$ cat config.mk
export PLATFORM = sky130hd
export DESIGN_NAME = line_sensor_position_error_core
export DESIGN_NICKNAME = d
export VERILOG_FILES = /design/src/rtl/core/lspe_pkg.sv /design/src/rtl/core/lspe_select.sv /design/src/rtl/core/lspe_error.sv /design/src/rtl/core/line_sensor_position_error_core.sv
export SDC_FILE = /design/constraint.sdc
export NUM_CORES = 1
export LEC_CHECK = 0
export BUFFER_PORTS_ARGS = -buffer_cell sky130_fd_sc_hd__buf_2
export CAP_MARGIN = 20
export CORE_ASPECT_RATIO = 1.75
export CORE_MARGIN = 3
export CORE_UTILIZATION = 40
export DETAILED_ROUTE_END_ITERATION = 8
export HOLD_SLACK_MARGIN = 0.15
export PLACE_DENSITY_LB_ADDON = 0.12
export SYNTH_ARGS = -nofsm -noshare
export SYNTH_HDL_FRONTEND = slang
export SYNTH_HIERARCHICAL = 1
export SYNTH_SLANG_ARGS = --single-unit
$ cat constraint.sdc
create_clock -name i_clk -period 17 [get_ports i_clk]
set_clock_uncertainty 0.05 [all_clocks]
set_input_delay 2.55 -clock i_clk [delete_from_list [all_inputs] [get_ports i_clk]]
set_output_delay 2.55 -clock i_clk [all_outputs]
set_load 0.01 [all_outputs]
$ cat src/rtl/core/lspe_pkg.sv
package lspe_pkg;

    localparam int NUM_CH    = 8;
    localparam int LEVEL_W   = 8;
    localparam int CH_W      = 3;
    localparam int ERR_W     = 10;
    localparam int CFG_IDX_W = 1;
    localparam int CFG_W     = NUM_CH * LEVEL_W;

    // channel map of the sensor
    localparam logic [CH_W-1:0] CH_INNER_LEFT  = 3'd3;
    localparam logic [CH_W-1:0] CH_INNER_RIGHT = 3'd4;
    localparam logic [CH_W-1:0] CH_LAST_LOW    = 3'd2;

    typedef logic [LEVEL_W-1:0]              t_level;
    typedef logic [NUM_CH-1:0][LEVEL_W-1:0]  t_levels;
    typedef logic signed [ERR_W-1:0]         t_err;

    typedef enum logic [CFG_IDX_W-1:0] {
        CFG_SIDE_PEAK  = 1'b0,
        CFG_CENTRE_THR = 1'b1
    } t_cfg_idx;

    typedef enum logic [1:0] {
        MODE_NONE,
        MODE_INNER,
        MODE_OUTER
    } t_mode;

    // operands handed from channel selection to the error arithmetic
    typedef struct packed {
        t_mode  mode;
        t_level left;
        t_level centre;
        t_level right;
        t_level peak;
        t_level thr;
    } t_operands;

endpackage

$ cat src/rtl/core/lspe_select.sv
module lspe_select (
    input  logic [lspe_pkg::NUM_CH-1:0] i_line_bits,
    input  lspe_pkg::t_levels           i_levels,
    input  lspe_pkg::t_levels           i_peaks,
    input  lspe_pkg::t_levels           i_thrs,
    output lspe_pkg::t_operands         o_ops
);
    import lspe_pkg::*;

    always_comb begin
        logic            found;
        logic [CH_W-1:0] pos;
        logic [CH_W-1:0] c;
        t_level          pl;
        t_level          pr;

        found = 1'b0;
        pos   = '0;
        // low side: last dark channel wins
        for (int i = 0; i <= int'(CH_LAST_LOW); i++) begin
            if (!i_line_bits[i]) begin
                found = 1'b1;
                pos   = CH_W'(i);
            end
        end
        // high side overrides: first dark channel from 3 upwards
        for (int i = NUM_CH - 1; i >= int'(CH_INNER_LEFT); i--) begin
            if (!i_line_bits[i]) begin
                found = 1'b1;
                pos   = CH_W'(i);
            end
        end

        c = (pos <= CH_LAST_LOW) ? pos + 3'd1 : pos - 3'd1;
        pl = i_peaks[c - 3'd1];
        pr = i_peaks[c + 3'd1];

        o_ops.peak   = (pl > pr) ? pl : pr;
        o_ops.thr    = i_thrs[c];
        o_ops.centre = i_levels[c];
        if (!found) begin
            o_ops.mode  = MODE_NONE;
            o_ops.left  = i_levels[c - 3'd1];
            o_ops.right = i_levels[c + 3'd1];
        end else if (pos == CH_INNER_LEFT || pos == CH_INNER_RIGHT) begin
            o_ops.mode  = MODE_INNER;
            o_ops.left  = i_levels[CH_INNER_LEFT];
            o_ops.right = i_levels[CH_INNER_RIGHT];
        end else begin
            o_ops.mode  = MODE_OUTER;
            o_ops.left  = i_levels[c - 3'd1];
            o_ops.right = i_levels[c + 3'd1];
        end
    end

endmodule

$ cat src/rtl/core/lspe_error.sv
module lspe_error (
    input  lspe_pkg::t_operands i_ops,
    output lspe_pkg::t_err      o_err
);
    import lspe_pkg::*;

    logic signed [ERR_W:0] l;
    logic signed [ERR_W:0] r;
    logic signed [ERR_W:0] p2;
    logic signed [ERR_W:0] err;

    assign l  = $signed({3'b000, i_ops.left});
    assign r  = $signed({3'b000, i_ops.right});
    assign p2 = $signed({2'b00, i_ops.peak, 1'b0});

    always_comb begin
        case (i_ops.mode)
            MODE_INNER: err = l - r;
            MODE_OUTER: begin
                if (i_ops.centre > i_ops.thr) begin
                    err = l - r;
                end else if (l > r) begin
                    err = p2 - l - r;   // fold about the brighter side peak
                end else if (l < r) begin
                    err = l + r - p2;
                end else begin
                    err = '0;           // even sides, dim centre
                end
            end
            default: err = '0;
        endcase
    end

    assign o_err = err[ERR_W-1:0];

endmodule

$ cat src/rtl/core/line_sensor_position_error_core.sv
// Channel   Direction  Signals
// request   in         start, i_line_bits, i_level_0 .. i_level_7 (busy is out)
// result    out        o_done, o_steer_error
// config    in         i_cfg_we, i_cfg_idx, i_cfg_wdata
//
// One request per cycle; the result strobes o_done once an accepted request has
// passed the input register and then the result register around the selection
// and error logic. busy is never raised.
// Synchronous active-low reset clears the pipeline valids and both config words.
// The receiver cannot stall: each result is shown for exactly one cycle.
module line_sensor_position_error_core (
    input  logic                           i_clk,
    input  logic                           i_rst_n,
    input  logic                           start,
    output logic                           busy,
    input  logic [lspe_pkg::NUM_CH-1:0]    i_line_bits,
    input  lspe_pkg::t_level               i_level_0,
    input  lspe_pkg::t_level               i_level_1,
    input  lspe_pkg::t_level               i_level_2,
    input  lspe_pkg::t_level               i_level_3,
    input  lspe_pkg::t_level               i_level_4,
    input  lspe_pkg::t_level               i_level_5,
    input  lspe_pkg::t_level               i_level_6,
    input  lspe_pkg::t_level               i_level_7,
    output logic                           o_done,
    output lspe_pkg::t_err                 o_steer_error,
    input  logic                           i_cfg_we,
    input  logic [lspe_pkg::CFG_IDX_W-1:0] i_cfg_idx,
    input  logic [lspe_pkg::CFG_W-1:0]     i_cfg_wdata
);
    import lspe_pkg::*;

    logic               accept;
    t_levels            r_peaks;
    t_levels            r_thrs;
    logic               r_in_valid;
    logic [NUM_CH-1:0]  r_bits;
    t_levels            r_levels;
    logic               r_done;
    t_err               r_err;
    t_operands          ops;
    t_err               n_err;

    assign busy   = 1'b0;
    assign accept = start && !busy;

    always_ff @(posedge i_clk) begin
        if (!i_rst_n) begin
            r_peaks <= '0;
            r_thrs  <= '0;
        end else if (i_cfg_we) begin
            case (t_cfg_idx'(i_cfg_idx))
                CFG_SIDE_PEAK:  r_peaks <= i_cfg_wdata;
                CFG_CENTRE_THR: r_thrs  <= i_cfg_wdata;
                default: ;
            endcase
        end
    end

    always_ff @(posedge i_clk) begin
        if (!i_rst_n) begin
            r_in_valid <= 1'b0;
            r_done     <= 1'b0;
        end else begin
            r_in_valid <= accept;
            r_done     <= r_in_valid;
        end
    end

    always_ff @(posedge i_clk) begin
        if (accept) begin
            r_bits   <= i_line_bits;
            r_levels <= {i_level_7, i_level_6, i_level_5, i_level_4,
                         i_level_3, i_level_2, i_level_1, i_level_0};
        end
        r_err <= n_err;
    end

    lspe_select u_select (
        .i_line_bits (r_bits),
        .i_levels    (r_levels),
        .i_peaks     (r_peaks),
        .i_thrs      (r_thrs),
        .o_ops       (ops)
    );

    lspe_error u_error (
        .i_ops (ops),
        .o_err (n_err)
    );

    assign o_done        = r_done;
    assign o_steer_error = r_err;

`ifndef NO_ASSERTIONS
    a_done_follows: assert property (@(posedge i_clk) disable iff (!i_rst_n)
        accept |=> ##1 o_done)
        else $error("accepted request produced no result");

    a_no_spurious: assert property (@(posedge i_clk) disable iff (!i_rst_n)
        !r_in_valid |=> !o_done)
        else $error("result strobe without a request");

    a_no_line_zero: assert property (@(posedge i_clk) disable iff (!i_rst_n)
        (accept && i_line_bits == '1) |=> ##1 (o_steer_error == '0))
        else $error("no line seen but error is non-zero");

    a_inner_diff: assert property (@(posedge i_clk) disable iff (!i_rst_n)
        (r_in_valid && ops.mode == MODE_INNER) |=>
        (o_steer_error == t_err'($signed({2'b00, $past(r_levels[CH_INNER_LEFT])})
                                - $signed({2'b00, $past(r_levels[CH_INNER_RIGHT])}))))
        else $error("inner position error mismatch");
`endif

endmodule
==> summary.md, run 1 <==
| Metric | Value |
|---|---|
| Result of the run | completed |
| Antenna viol nets, final | 0 |
| Standard-cell rows | 87 |
| Final worst path period share | 52.4% |
| Final HPWL from detailed placement | 28.5 mm |
| Clock Path Buffers | 3 |
| Source of the worst register-to-register timing path | r_bits[1] |
| Number of library cell types mapped by synthesis | 63 |
| Worst R2R Setup Slack | 8.10 ns |
| Global-route wire length before repair | 55.9 mm |
| GRT Residual Overflow | 0 |
| Portion of the post-synthesis area used by sequential elements | 37.5% |
| Total number of yosys warnings | 6 |
| Post_cts resized | 0 |
| Register clock-pin slew on the reported worst setup and hold paths | 0.07 ns |
| Adder-cell area share of the yosys netlist | about 6.8% |
| Clock tree from TritonCTS | yes |
| Post-layout minimum cycle time | ~9 ns |
| Post-CTS Hold Buffers | 0 |
| Number of max-cap violations | 0 |
| Sink count of the clock tree | 212 |
| Height of the die | around 250 um |
| Final setup vio count | 0 |
| # diodes | 0 |
| Min-delay src | r_in_valid |
| Crit. End Element | register |
| Area taken by multi-input logic gates | 0.00760 mm2 |
| Required time of the worst setup path | 17.42 ns |
| Fraction of layout cells with a size suffix above 1 | 25.6% |
| Worst-path maximum fanout | 34 |
| Total design power | ~1.9 mW |
| Multiplexer fraction of the synthesized cell area | between 30 and 40% |
| Core region area | 0.0324 mm2 |
| Number of clock buffers inserted by TritonCTS | 22 |
| Worst endpoint data arrival time | approximately 9.3 ns |
| Kind of path behind the tightest hold check | reg2reg |
| Vias after detailed routing | between 9000 and 10000 |
| Synthesized-area fraction occupied by xor and xnor cells | 1.20% |
| Routability congestion estimate from global placement | 0.883 |
| Filler cell count | 3129 |
| Leakage | 6.14 nW |
| Die area | 0.0354 mm2 |
| Fraction of the mapped netlist area in compound gates | roughly 5.5% |
| Endpoints failing hold | 0 |
| Total iterations of the first detailed-routing run | 4 |
| Vias in the first global route | around 9700 |
| Sequential cell area | 0.00496 mm2 |
| Cell types occupying the most area after synthesis | sky130_fd_sc_hd__dfxtp_1, sky130_fd_sc_hd__mux2i_1, sky130_fd_sc_hd__edfxtp_1 |
| Main flop type after synthesis | sky130_fd_sc_hd__dfxtp_1 |
| Root buf cell | sky130_fd_sc_hd__clkbuf_16 |
| Number of buffer cells added on primary ports | 151 |
| Synthesized area per cell | 11.0 um2 |
| Setup repair after global routing missed its margin | false |
| Commonest cells after routing, fill and taps aside | sky130_fd_sc_hd__mux2i_1, sky130_fd_sc_hd__nand2_1, sky130_fd_sc_hd__buf_2, sky130_fd_sc_hd__dfxtp_1, sky130_fd_sc_hd__edfxtp_1 |
| DRC Markers | 0 |
| Fin Setup TNS | 0 ns |
| Worst-skew pair later-pin latency | 0.54 ns |
| Area delta synth->final | 12.2% |
| GRT Overall Usage | 20.8% |
| Library cell with the largest summed area after synthesis | sky130_fd_sc_hd__dfxtp_1 |
| Fraction of synthesized cell area taken by the top area cell type | between 20% and 30% |
| Vias per inst | 5.40 |
| Least-Margin Pin Slew | approximately 1.1 ns |
| Max frequency | 112 MHz |
| Number of ports placed on the die boundary | about 150 |
| Antenna violations before repair | 0 |
| Crit path kind | reg2reg |
| Fraction of registers with async set/reset | 0% |
| Worst reg2reg endpoint | o_steer_error[9] |
| Level count of the clock H-tree | 1 |
| Number of max-slew violations in the final report | 0 |
| WL/cell | 21.4 um |
| Aggregate routed wire length | approximately 37 mm |
| Worst IR drop on VDD | 0.0865 mV |
| Synthesized instance count | between 1000 and 1500 |
| Category of the worst setup path launch point | register |
| Cell depth of the worst flop-to-flop path | 27 |
| Power density cells | 130 mW/mm2 |
| Headroom to the max-slew limit | 26.4% |
| Pre-CTS worst setup slack | 8.02 ns |
| Count of flip-flops with a built-in enable after synthesis | around 70 |
| Final-stage net count | approximately 1500 |
| Flops & latches, synth | 212 |
| Endpoint, Worst Hold | o_done |
| Commonest non-fill, non-tap cell in the layout | sky130_fd_sc_hd__mux2i_1 |
| Hold depth | 1 |
| Starting Density | 40.9% |
| DIE WIDTH | 144 um |
| Area fraction in and, or, nand and nor cells after synthesis | 9.42% |
| DRC marker count from the first detailed-route iteration | 449 |
| Post-CTS repair timing setup buffer count | 0 |
| Main combinational cell family by area after synthesis | multiplexers |
| Area of the mapped netlist | about 0.013 mm2 |
| Syn Nets | 1412 |
| Maximum number of pins on one net before global-route repair | 113 |
| Final Worst Setup Slack | 8.10 ns |
-- synth_stat cells (all sizes together) (5+ instances only) --
cell type    n
nor3         6
nor2        15
dfxtp      140
mux2        64
xnor2       12
o211ai      10
mux4        64
ha          56
fa          10
edfxtp      72
nand4        6
o22ai        5
a21oi       25
nor2b       10
nand2      227
buf         57
o21a         7
o21ai       38
clkbuf      16
nand2b      11
mux2i      235
inv         65
-- cells by family after synthesis --
family	after synthesis
compound gates	114
mux	363
other cells	1
flops	212
buf+inv	138
fa+ha+maj	66
xor+xnor	16
simple gates	295
-- worst max-delay path by stage --
stage                   start                to  slack, ns
floorplan           r_bits[2]  o_steer_error[9]      10.13
global placement    r_bits[1]  o_steer_error[9]       8.18
detailed placement  r_bits[1]  o_steer_error[9]       8.02
CTS                 r_bits[1]  o_steer_error[9]       8.02
global route        r_bits[2]  o_steer_error[9]       7.42
finish              r_bits[1]  o_steer_error[9]       8.10
-- power by group --
| group | internal, mW | switching, mW |
|---|---|---|
| logic | 0.389 | 0.463 |
| registers | 0.564 | 0.0285 |
| clock network | 0.274 | 0.209 |
| total | 1.23 | 0.700 |
-- routing by layer --
layer | routed length, um | track usage (%)
met5 | 0 | 0
met4 | 1710 | 9.15
met3 | 902 | 1.93
met2 | 20900 | 40.5
met1 | 13600 | 22.0
-- stage by stage --
step	hold slack (ns)	util [%]	cells	area, um2
final	0.397	45.9	1734	14900
after global routing	0.416	45.9	1734	14900
after CTS	0.397	45.9	1734	14900
after detailed placement	0.376	43.6	1694	14200
after global placement	0.371	43.6	1694	14200
after floorplan	0.362	-	1205	13300
-- sequential cells by signal, indices dropped and copies added, names as in the netlist --
| register | count |
|---|---|
| r_levels | 64 |
| o_steer_error | 10 |
| r_bits | 8 |
| r_peaks | 64 |
| r_in_valid | 1 |
| r_thrs | 64 |
| o_done | 1 |
-- final cells by class --
class                   count  share of cell area, %
multi-input cells         855                   51.1
repair buffers            162                   5.68
well taps                 400                   3.36
clock buffers              28                   4.13
clock inverters            12                  0.715
inverters                  65                   1.65
flip-flops and latches    212                   33.4
-- worst max-delay path, stage by stage (launching register included) --
cell and delay, ns:
sky130_fd_sc_hd__edfxtp_1 0.39, sky130_fd_sc_hd__nor2b_1 0.14, sky130_fd_sc_hd__o221ai_1 0.15, sky130_fd_sc_hd__nand2_2 0.29, sky130_fd_sc_hd__buf_4 0.41, sky130_fd_sc_hd__clkinv_2 0.69, sky130_fd_sc_hd__ha_1 0.51, sky130_fd_sc_hd__xnor2_2 0.67
sky130_fd_sc_hd__buf_4 0.61, sky130_fd_sc_hd__mux2i_1 0.16, sky130_fd_sc_hd__mux2_2 0.30, sky130_fd_sc_hd__mux2_2 0.26, sky130_fd_sc_hd__ha_1 0.30, sky130_fd_sc_hd__nor2b_1 0.13, sky130_fd_sc_hd__o211ai_1 0.15, sky130_fd_sc_hd__a21oi_1 0.10
sky130_fd_sc_hd__o22ai_2 0.82, sky130_fd_sc_hd__mux2i_1 0.28, sky130_fd_sc_hd__mux2_2 0.18, sky130_fd_sc_hd__inv_1 0.05, sky130_fd_sc_hd__fa_1 0.50, sky130_fd_sc_hd__ha_1 0.38, sky130_fd_sc_hd__a21o_1 0.18, sky130_fd_sc_hd__a31oi_1 0.29
sky130_fd_sc_hd__o211ai_1 0.16, sky130_fd_sc_hd__a2111oi_0 0.45, sky130_fd_sc_hd__a41oi_1 0.08, sky130_fd_sc_hd__o21ai_0 0.15
Note: power is estimated with default switching activity, not from simulation.
==> inputs of run 2 (changes only) <==
==> constraint.sdc (replaced) <==
create_clock -name i_clk -period 7.2 [get_ports i_clk]
set_clock_uncertainty 0.05 [all_clocks]
set_input_delay 1.08 -clock i_clk [delete_from_list [all_inputs] [get_ports i_clk]]
set_output_delay 1.08 -clock i_clk [all_outputs]
set_load 0.01 [all_outputs]
==> run 2 against run 1 <==
  * Fmax grew 34%
  * Count of clock-buffer cells in the layout grew 3
  * Critical path depth is the same
  * Critical path type unchanged
  * Largest cell class unchanged
  * Global-route usage grew 0.12 points
  * Hold slack is essentially flat
  * Register-to-register slack lost 7.6 ns
  * Power grew 140%
  * Sequential power grew 140%
==> summary.md, run 2 (synthesis gave the netlist of run 1 again) <==
| Metric | Value |
|---|---|
| Vias after detailed routing | 9428 (was 9366) |
| Leakage | 6.22 nW (was 6.14 nW) |
| Worst-path maximum fanout | 32 (was 34) |
| Standard-cell rows | 87 (unchanged) |
| Final-stage net count | 1538 (was 1525) |
| Total iterations of the first detailed-routing run | 5 (was 4) |
| Aggregate routed wire length | 37.0 mm (was 37.2 mm) |
| Core region area | 0.0324 mm2 (unchanged) |
| Antenna viol nets, final | 0 (unchanged) |
| Fraction of layout cells with a size suffix above 1 | 26.2% (was 25.6%) |
| Level count of the clock H-tree | 1 (unchanged) |
| Final setup vio count | 0 (unchanged) |
| Worst endpoint data arrival time | 7.06 ns (was 9.32 ns) |
| Maximum number of pins on one net before global-route repair | 125 (was 113) |
| Setup repair after global routing missed its margin | false (unchanged) |
| GRT Residual Overflow | 0 (unchanged) |
| Placement-stage cell area | 0.0142 mm2 (about the same) |
| Vias per inst | 5.40 (about the same) |
| Number of max-cap violations | 0 (unchanged) |
| Crit path kind | reg2reg (unchanged) |
| Final HPWL from detailed placement | 28.6 mm (was 28.5 mm) |
| Routability congestion estimate from global placement | 0.877 (was 0.883) |
| DRC marker count from the first detailed-route iteration | 564 (was 449) |
| Min-delay src | r_in_valid (unchanged) |
| Clock share of power | 24.5% (was 25.0%) |
| Endpoint, Worst Hold | o_done (unchanged) |
| Commonest non-fill, non-tap cell in the layout | sky130_fd_sc_hd__mux2i_1 (unchanged) |
| Root buf cell | sky130_fd_sc_hd__clkbuf_16 (unchanged) |
| Register clock-pin slew on the reported worst setup and hold paths | 0.06 ns (was 0.07 ns) |
| Switching share of power | 36.1% (was 36.3%) |
| Reported net switching power | 1.65 mW (was 700 uW) |
| Die area | 0.0354 mm2 (unchanged) |
| Starting Density | 40.9% (unchanged) |
| Crit. End Element | register (unchanged) |
| Hold depth | 1 (unchanged) |
| Area delta synth->final | 13.3% (was 12.2%) |
| Headroom to the max-slew limit | 28.9% (was 26.4%) |
| Largest registers in the final layout | r_levels x64, r_peaks x64, r_thrs x64 (unchanged) |
| Antenna violations before repair | 1 (was 0) |
| Kind of path behind the tightest hold check | reg2reg (unchanged) |
| Number of buffer cells added on primary ports | 151 (unchanged) |
| Sequential fraction of design power | 30.5% (was 30.8%) |
| Clock Path Buffers | 3 (unchanged) |
| Final worst path period share | 92.4% (was 52.4%) |
| WL/cell | 21.2 um (was 21.4 um) |
| Worst IR drop on VDD | 0.170 mV (was 0.0865 mV) |
| Worst R2R Setup Slack | 0.54 ns (was 8.10 ns) |
| Cell depth of the worst flop-to-flop path | 27 (unchanged) |
| Number of clock buffers inserted by TritonCTS | 22 (unchanged) |
| Required time of the worst setup path | 7.61 ns (was 17.42 ns) |
| GRT Overall Usage | 20.9% (was 20.8%) |
| Result of the run | completed (unchanged) |
| DIE WIDTH | 144 um (unchanged) |
| Source of the worst register-to-register timing path | r_bits[1] (unchanged) |
| Vias in the first global route | 9685 (was 9730) |
| Post-layout minimum cycle time | 6.66 ns (was 8.90 ns) |
| Internal Pwr Total | 2.93 mW (was 1.23 mW) |
| Worst-skew pair later-pin latency | 0.53 ns (was 0.54 ns) |
| Clock tree from TritonCTS | yes (unchanged) |
| Combinational cell fraction of total power | 45.0% (was 44.2%) |
| Number of ports placed on the die boundary | 153 (unchanged) |
| Global-route wire length before repair | 56.3 mm (was 55.9 mm) |
| Number of max-slew violations in the final report | 0 (unchanged) |
| Worst reg2reg endpoint | o_steer_error[9] (unchanged) |
| Least-Margin Pin Slew | 1.06 ns (was 1.10 ns) |
| Finished layout cell area | 0.0150 mm2 (was 0.0149 mm2) |
| Category of the worst setup path launch point | register (unchanged) |
| Endpoints failing hold | 0 (unchanged) |
| Max frequency | 150 MHz (was 112 MHz) |
| Height of the die | 247 um (unchanged) |
| Fin Setup TNS | 0 ns (unchanged) |
| Sink count of the clock tree | 212 (unchanged) |
| Power density cells | 305 mW/mm2 (was 130 mW/mm2) |
| Commonest cells after routing, fill and taps aside | sky130_fd_sc_hd__mux2i_1, sky130_fd_sc_hd__nand2_1, sky130_fd_sc_hd__buf_2, sky130_fd_sc_hd__dfxtp_1, sky130_fd_sc_hd__edfxtp_1 (unchanged) |
| DRC Markers | 0 (unchanged) |
| Post_cts resized | 0 (unchanged) |
[run 2: changes by cell type in the layout (fill, tap and decap cells not counted)]
cell	change
sky130_fd_sc_hd__clkinv_1	-1
sky130_fd_sc_hd__clkbuf_1	-1
sky130_fd_sc_hd__clkinv_2	-4
sky130_fd_sc_hd__diode_2	+1
sky130_fd_sc_hd__clkbuf_4	+1
sky130_fd_sc_hd__buf_12	+2
sky130_fd_sc_hd__clkbuf_8	+3
sky130_fd_sc_hd__buf_4	+10
sky130_fd_sc_hd__inv_6	+1
sky130_fd_sc_hd__bufinv_16	-1
sky130_fd_sc_hd__buf_16	+1
sky130_fd_sc_hd__inv_1	+1
sky130_fd_sc_hd__clkinv_4	-2
sky130_fd_sc_hd__inv_8	+1
[run 2: repair_timing]
action                     4_1_cts  5_1_grt
setup buffers                    0        3
setup endpoints to repair        0        1
hold buffers                     0        0
[run 2: how the worst max path moves through the flow]
| stage | start | to | cells after the start |
|---|---|---|---|
| final | r_bits[1] | o_steer_error[9] | 27 |
| after global routing | r_bits[3] | o_steer_error[9] | 28 |
| after CTS | r_bits[3] | o_steer_error[9] | 27 |
| after detailed placement | r_bits[3] | o_steer_error[9] | 27 |
| after global placement | r_bits[3] | o_steer_error[6] | 27 |
| after floorplan | r_bits[2] | o_steer_error[9] | 31 |
[run 2: worst max-delay path, stage by stage (launching register included)]
cell                        delay [ns]
sky130_fd_sc_hd__edfxtp_1         0.43
sky130_fd_sc_hd__nor2b_1          0.16
sky130_fd_sc_hd__o221ai_1         0.16
sky130_fd_sc_hd__nand2_2          0.14
sky130_fd_sc_hd__clkinv_2         0.39
sky130_fd_sc_hd__ha_1             0.40
sky130_fd_sc_hd__xnor2_2          0.24
sky130_fd_sc_hd__buf_12           0.28
sky130_fd_sc_hd__mux2i_1          0.11
sky130_fd_sc_hd__mux2_2           0.28
sky130_fd_sc_hd__mux2_2           0.27
sky130_fd_sc_hd__ha_1             0.31
sky130_fd_sc_hd__nor2b_1          0.14
sky130_fd_sc_hd__o211ai_1         0.15
sky130_fd_sc_hd__a21oi_1          0.10
sky130_fd_sc_hd__o22ai_2          0.11
sky130_fd_sc_hd__buf_4            0.22
sky130_fd_sc_hd__mux2i_1          0.22
sky130_fd_sc_hd__mux2_2           0.18
sky130_fd_sc_hd__inv_1            0.06
sky130_fd_sc_hd__fa_1             0.51
sky130_fd_sc_hd__ha_1             0.39
sky130_fd_sc_hd__a21o_1           0.19
sky130_fd_sc_hd__a31oi_1          0.28
sky130_fd_sc_hd__o211ai_1         0.17
sky130_fd_sc_hd__a2111oi_0        0.43
sky130_fd_sc_hd__a41oi_1          0.07
sky130_fd_sc_hd__o21ai_0          0.16
[run 2: power by group through the flow]
| stage | logic (mW) | clock network, mW | registers, mW |
|---|---|---|---|
| 6_report | 2.06 | 1.12 | 1.40 |
| 5_1_grt | 2.26 | 1.20 | 1.41 |
| 4_1_cts | 2.05 | 1.16 | 1.40 |
| 3_5_place_dp | 2.04 | 0 | 1.42 |
| 3_3_place_gp | 2.03 | 0 | 1.42 |
| 2_1_floorplan | 1.54 | 0 | 1.40 |
[run 2: routing by layer]
layer  global-route usage (%)  up-vias  part of all wire (%)
met5                        0        -                     0
met4                     10.0        0                   5.2
met3                     2.40       74                   3.3
met2                     39.7      178                    56
met1                     22.5     4603                    36
li1                         -     4573                     -
[run 2: final cells by class]
class	instances	area, um2
multi-input combinational	855	7600
timing repair buffer	175	987
clock inverter	7	58.8
clock buffer	31	659
sequential	212	4960
fill	3074	17400
antenna	1	2.50
inverter	65	245
tap	400	500
[run 2: through the flow]
| stage | std cells | total power, mW | setup WS, ns | util [%] | hold WS [ns] |
|---|---|---|---|---|---|
| finish | 1746 | 4.58 | 0.544 | 46.3 | 0.397 |
| global route | 1746 | 4.87 | 0.0909 | 46.3 | 0.417 |
| CTS | 1741 | 4.61 | 0.423 | 46.1 | 0.400 |
| detailed placement | 1703 | 3.47 | 0.459 | 43.9 | 0.383 |
| global placement | 1703 | 3.45 | 0.655 | 43.9 | 0.366 |
| floorplan | 1205 | 2.94 | 0.328 | - | 0.362 |
==> inputs of run 3 (changes only) <==
--- a/config.mk
+++ b/config.mk
@@ -12,7 +12,6 @@
 export CORE_UTILIZATION = 40
 export DETAILED_ROUTE_END_ITERATION = 8
 export HOLD_SLACK_MARGIN = 0.15
-export PLACE_DENSITY_LB_ADDON = 0.12
 export SYNTH_ARGS = -nofsm -noshare
 export SYNTH_HDL_FRONTEND = slang
 export SYNTH_HIERARCHICAL = 1
==> run 3 against run 2 <==
  * Sequential share of layout area about the same
  * Global-route usage decreased by 1.3 points
  * Critical path depth is 1 higher
  * Sequential power about the same
  * Critical path type unchanged
  * Non-clock buffer count fell by 4
  * Core utilization barely moved
  * Die area did not move
==> summary.md, run 3 (synthesis gave the netlist of run 1 again) <==
| Metric | Value |
|---|---|
| Result of the run | completed (unchanged) |
| Placement-stage cell area | 0.0143 mm2 (was 0.0142 mm2) |
| Number of max-slew violations in the final report | 0 (unchanged) |
| Master of the slowest instance on the critical path | sky130_fd_sc_hd__fa_4 (was sky130_fd_sc_hd__fa_1) |
| Number of ports placed on the die boundary | 153 (unchanged) |
| Filler cell count | 3046 (was 3074) |
| Launch point of the worst path | r_bits[3] (was r_bits[1]) |
| DRC marker count from the first detailed-route iteration | 517 (was 564) |
| Vias after detailed routing | 9451 (was 9428) |
| Largest registers in the final layout | r_levels x64, r_peaks x64, r_thrs x64 (unchanged) |
| DRC Markers | 0 (unchanged) |
| Sequential fraction of design power | 30.7% (was 30.5%) |
| Vias in the first global route | 9734 (was 9685) |
| WL/cell | 20.3 um (was 21.2 um) |
| Finished layout cell area | 0.0150 mm2 (about the same) |
| Height of the die | 247 um (unchanged) |
| Core region area | 0.0324 mm2 (unchanged) |
| Global-route wire length before repair | 54.0 mm (was 56.3 mm) |
| DIE WIDTH | 144 um (unchanged) |
| Final HPWL from detailed placement | 26.9 mm (was 28.6 mm) |
| Worst endpoint data arrival time | 7.06 ns (about the same) |
| Sink count of the clock tree | 212 (unchanged) |
| Category of the worst setup path launch point | register (unchanged) |
| Worst-path maximum fanout | 33 (was 32) |
| Root buf cell | sky130_fd_sc_hd__clkbuf_16 (unchanged) |
| Commonest cells after routing, fill and taps aside | sky130_fd_sc_hd__mux2i_1, sky130_fd_sc_hd__nand2_1, sky130_fd_sc_hd__buf_2, sky130_fd_sc_hd__dfxtp_1, sky130_fd_sc_hd__edfxtp_1 (unchanged) |
| Number of buffer cells added on primary ports | 151 (unchanged) |
| Kind of path behind the tightest hold check | reg2reg (unchanged) |
| GRT Overall Usage | 19.6% (was 20.9%) |
| Fraction of layout cells with a size suffix above 1 | 26.1% (was 26.2%) |
| Cell depth of the worst flop-to-flop path | 28 (was 27) |
| Final Worst Setup Slack | 0.548 ns (was 0.544 ns) |
| Starting Density | 40.9% (unchanged) |
| Die area | 0.0354 mm2 (unchanged) |
| Vias per inst | 5.42 (was 5.40) |
| Internal Pwr Total | 2.93 mW (about the same) |
| Setup repair after global routing missed its margin | false (unchanged) |
| Worst-skew pair later-pin latency | 0.53 ns (about the same) |
| Crit. End Element | register (unchanged) |
| Number of max-cap violations | 0 (unchanged) |
| Area delta synth->final | 13.3% (about the same) |
| Post-layout minimum cycle time | 6.65 ns (was 6.66 ns) |
| Delay contributed by the slowest stage of the critical path | 0.59 ns (was 0.51 ns) |
| Combinational cell fraction of total power | 44.4% (was 45.0%) |
| Commonest non-fill, non-tap cell in the layout | sky130_fd_sc_hd__mux2i_1 (unchanged) |
| End of the critical path | o_steer_error[9] (unchanged) |
| Headroom to the max-slew limit | 30.1% (was 28.9%) |
| Source of the worst register-to-register timing path | r_bits[3] (was r_bits[1]) |
| Standard-cell rows | 87 (unchanged) |
| Worst R2R Setup Slack | 0.55 ns (was 0.54 ns) |
| Final worst path period share | 92.4% (about the same) |
| Level count of the clock H-tree | 1 (unchanged) |
| Power density cells | 303 mW/mm2 (was 305 mW/mm2) |
| Leakage | 6.21 nW (was 6.22 nW) |
| Max frequency | 150 MHz (about the same) |
| Total iterations of the first detailed-routing run | 4 (was 5) |
| Antenna viol nets, final | 0 (unchanged) |
| Routability congestion estimate from global placement | 0.888 (was 0.877) |
| Final Core Density | 46.3% (about the same) |
| Post-CTS Hold Buffers | 0 (unchanged) |
| Clock tree from TritonCTS | yes (unchanged) |
| Clock share of power | 24.9% (was 24.5%) |
| Final setup vio count | 0 (unchanged) |
| Switching share of power | 35.7% (was 36.1%) |
| Reported net switching power | 1.62 mW (was 1.65 mW) |
| Clock Path Buffers | 3 (unchanged) |
| Fin Setup TNS | 0 ns (unchanged) |
| Antenna violations before repair | 0 (was 1) |
| Register clock-pin slew on the reported worst setup and hold paths | 0.07 ns (was 0.06 ns) |
| Worst IR drop on VDD | 0.162 mV (was 0.170 mV) |
| Post-CTS repair timing setup buffer count | 0 (unchanged) |
| Endpoints failing hold | 0 (unchanged) |
| Pre-CTS worst setup slack | 0.458 ns (was 0.459 ns) |
| Crit path kind | reg2reg (unchanged) |
| Final-stage net count | 1534 (was 1538) |
| Worst reg2reg endpoint | o_steer_error[9] (unchanged) |
| # diodes | 0 (was 1) |
| GRT Residual Overflow | 0 (unchanged) |
| Number of clock buffers inserted by TritonCTS | 22 (unchanged) |
| Total design power | 4.55 mW (was 4.58 mW) |
| Required time of the worst setup path | 7.61 ns (about the same) |
| Most used cell, CP | sky130_fd_sc_hd__mux2i_1 |
| Least-Margin Pin Slew | 1.05 ns (was 1.06 ns) |
| Maximum number of pins on one net before global-route repair | 195 (was 125) |
| Aggregate routed wire length | 35.4 mm (was 37.0 mm) |
-- run 3: changes by cell type in the layout (fill, tap and decap cells not counted), moves of 2 or more --
cell	delta
sky130_fd_sc_hd__xnor2_2	-2
sky130_fd_sc_hd__xnor2_4	+2
sky130_fd_sc_hd__buf_4	-4
sky130_fd_sc_hd__buf_12	+2
-- run 3: what timing repair did --
item                       4_1_cts  5_1_grt
setup endpoints to repair        0        1
resized for setup                0        2
hold endpoints to repair         0        0
-- run 3: through the flow --
stage,hold WS [ns],instances
floorplan,0.362,1205
global placement,0.367,1703
detailed placement,0.372,1703
CTS,0.387,1743
global route,0.405,1743
finish,0.383,1743
-- run 3: power by group through the flow --
stage               registers, mW  clock network, mW  logic, mW
floorplan                    1.40                  0       1.54
global placement             1.42                  0       1.98
detailed placement           1.42                  0       2.00
CTS                          1.40               1.16       2.02
global route                 1.41               1.21       2.22
finish                       1.40               1.13       2.02
-- run 3: worst min path at each step --
stage | startpoint | endpoint | slack [ns] | cells past startpoint
2_1_floorplan | r_in_valid | o_done | 0.36 | 1
3_3_place_gp | r_in_valid | o_done | 0.37 | 1
3_5_place_dp | r_in_valid | o_done | 0.37 | 1
4_1_cts | r_in_valid | o_done | 0.39 | 1
5_1_grt | r_in_valid | o_done | 0.40 | 1
6_report | r_in_valid | o_done | 0.38 | 1
-- run 3: cell type report --
cell class / instances / area [um2] / area share, %
timing repair buffer: 171 / 958 / 6.38
clock inverter: 7 / 56.3 / 0.375
tap: 400 / 500 / 3.33
clock buffer: 33 / 674 / 4.49
sequential: 212 / 4960 / 33.0
multi-input combinational: 855 / 7620 / 50.7
inverter: 65 / 245 / 1.63
-- run 3: layer usage --
metal / up-vias / track usage (%) / share of wire [%]
met3: 55 / 2.01 / 3.0
met4: 0 / 7.07 / 3.5
li1: 4575 / - / -
met2: 184 / 38.0 / 56
met5: - / 0 / 0
met1: 4637 / 21.6 / 38
-- run 3: critical path: cells and delay by family, from the launching register on --
kind / cells / cell delay (ns)
adder cells (fa/ha/maj): 4 / 1.73
AO/OA/AOI/OAI: 9 / 1.63
multiplexers: 5 / 0.92
buffers and inverters: 5 / 0.87
flip-flops: 1 / 0.48
XOR/XNOR: 2 / 0.48
AND/OR/NAND/NOR: 3 / 0.43
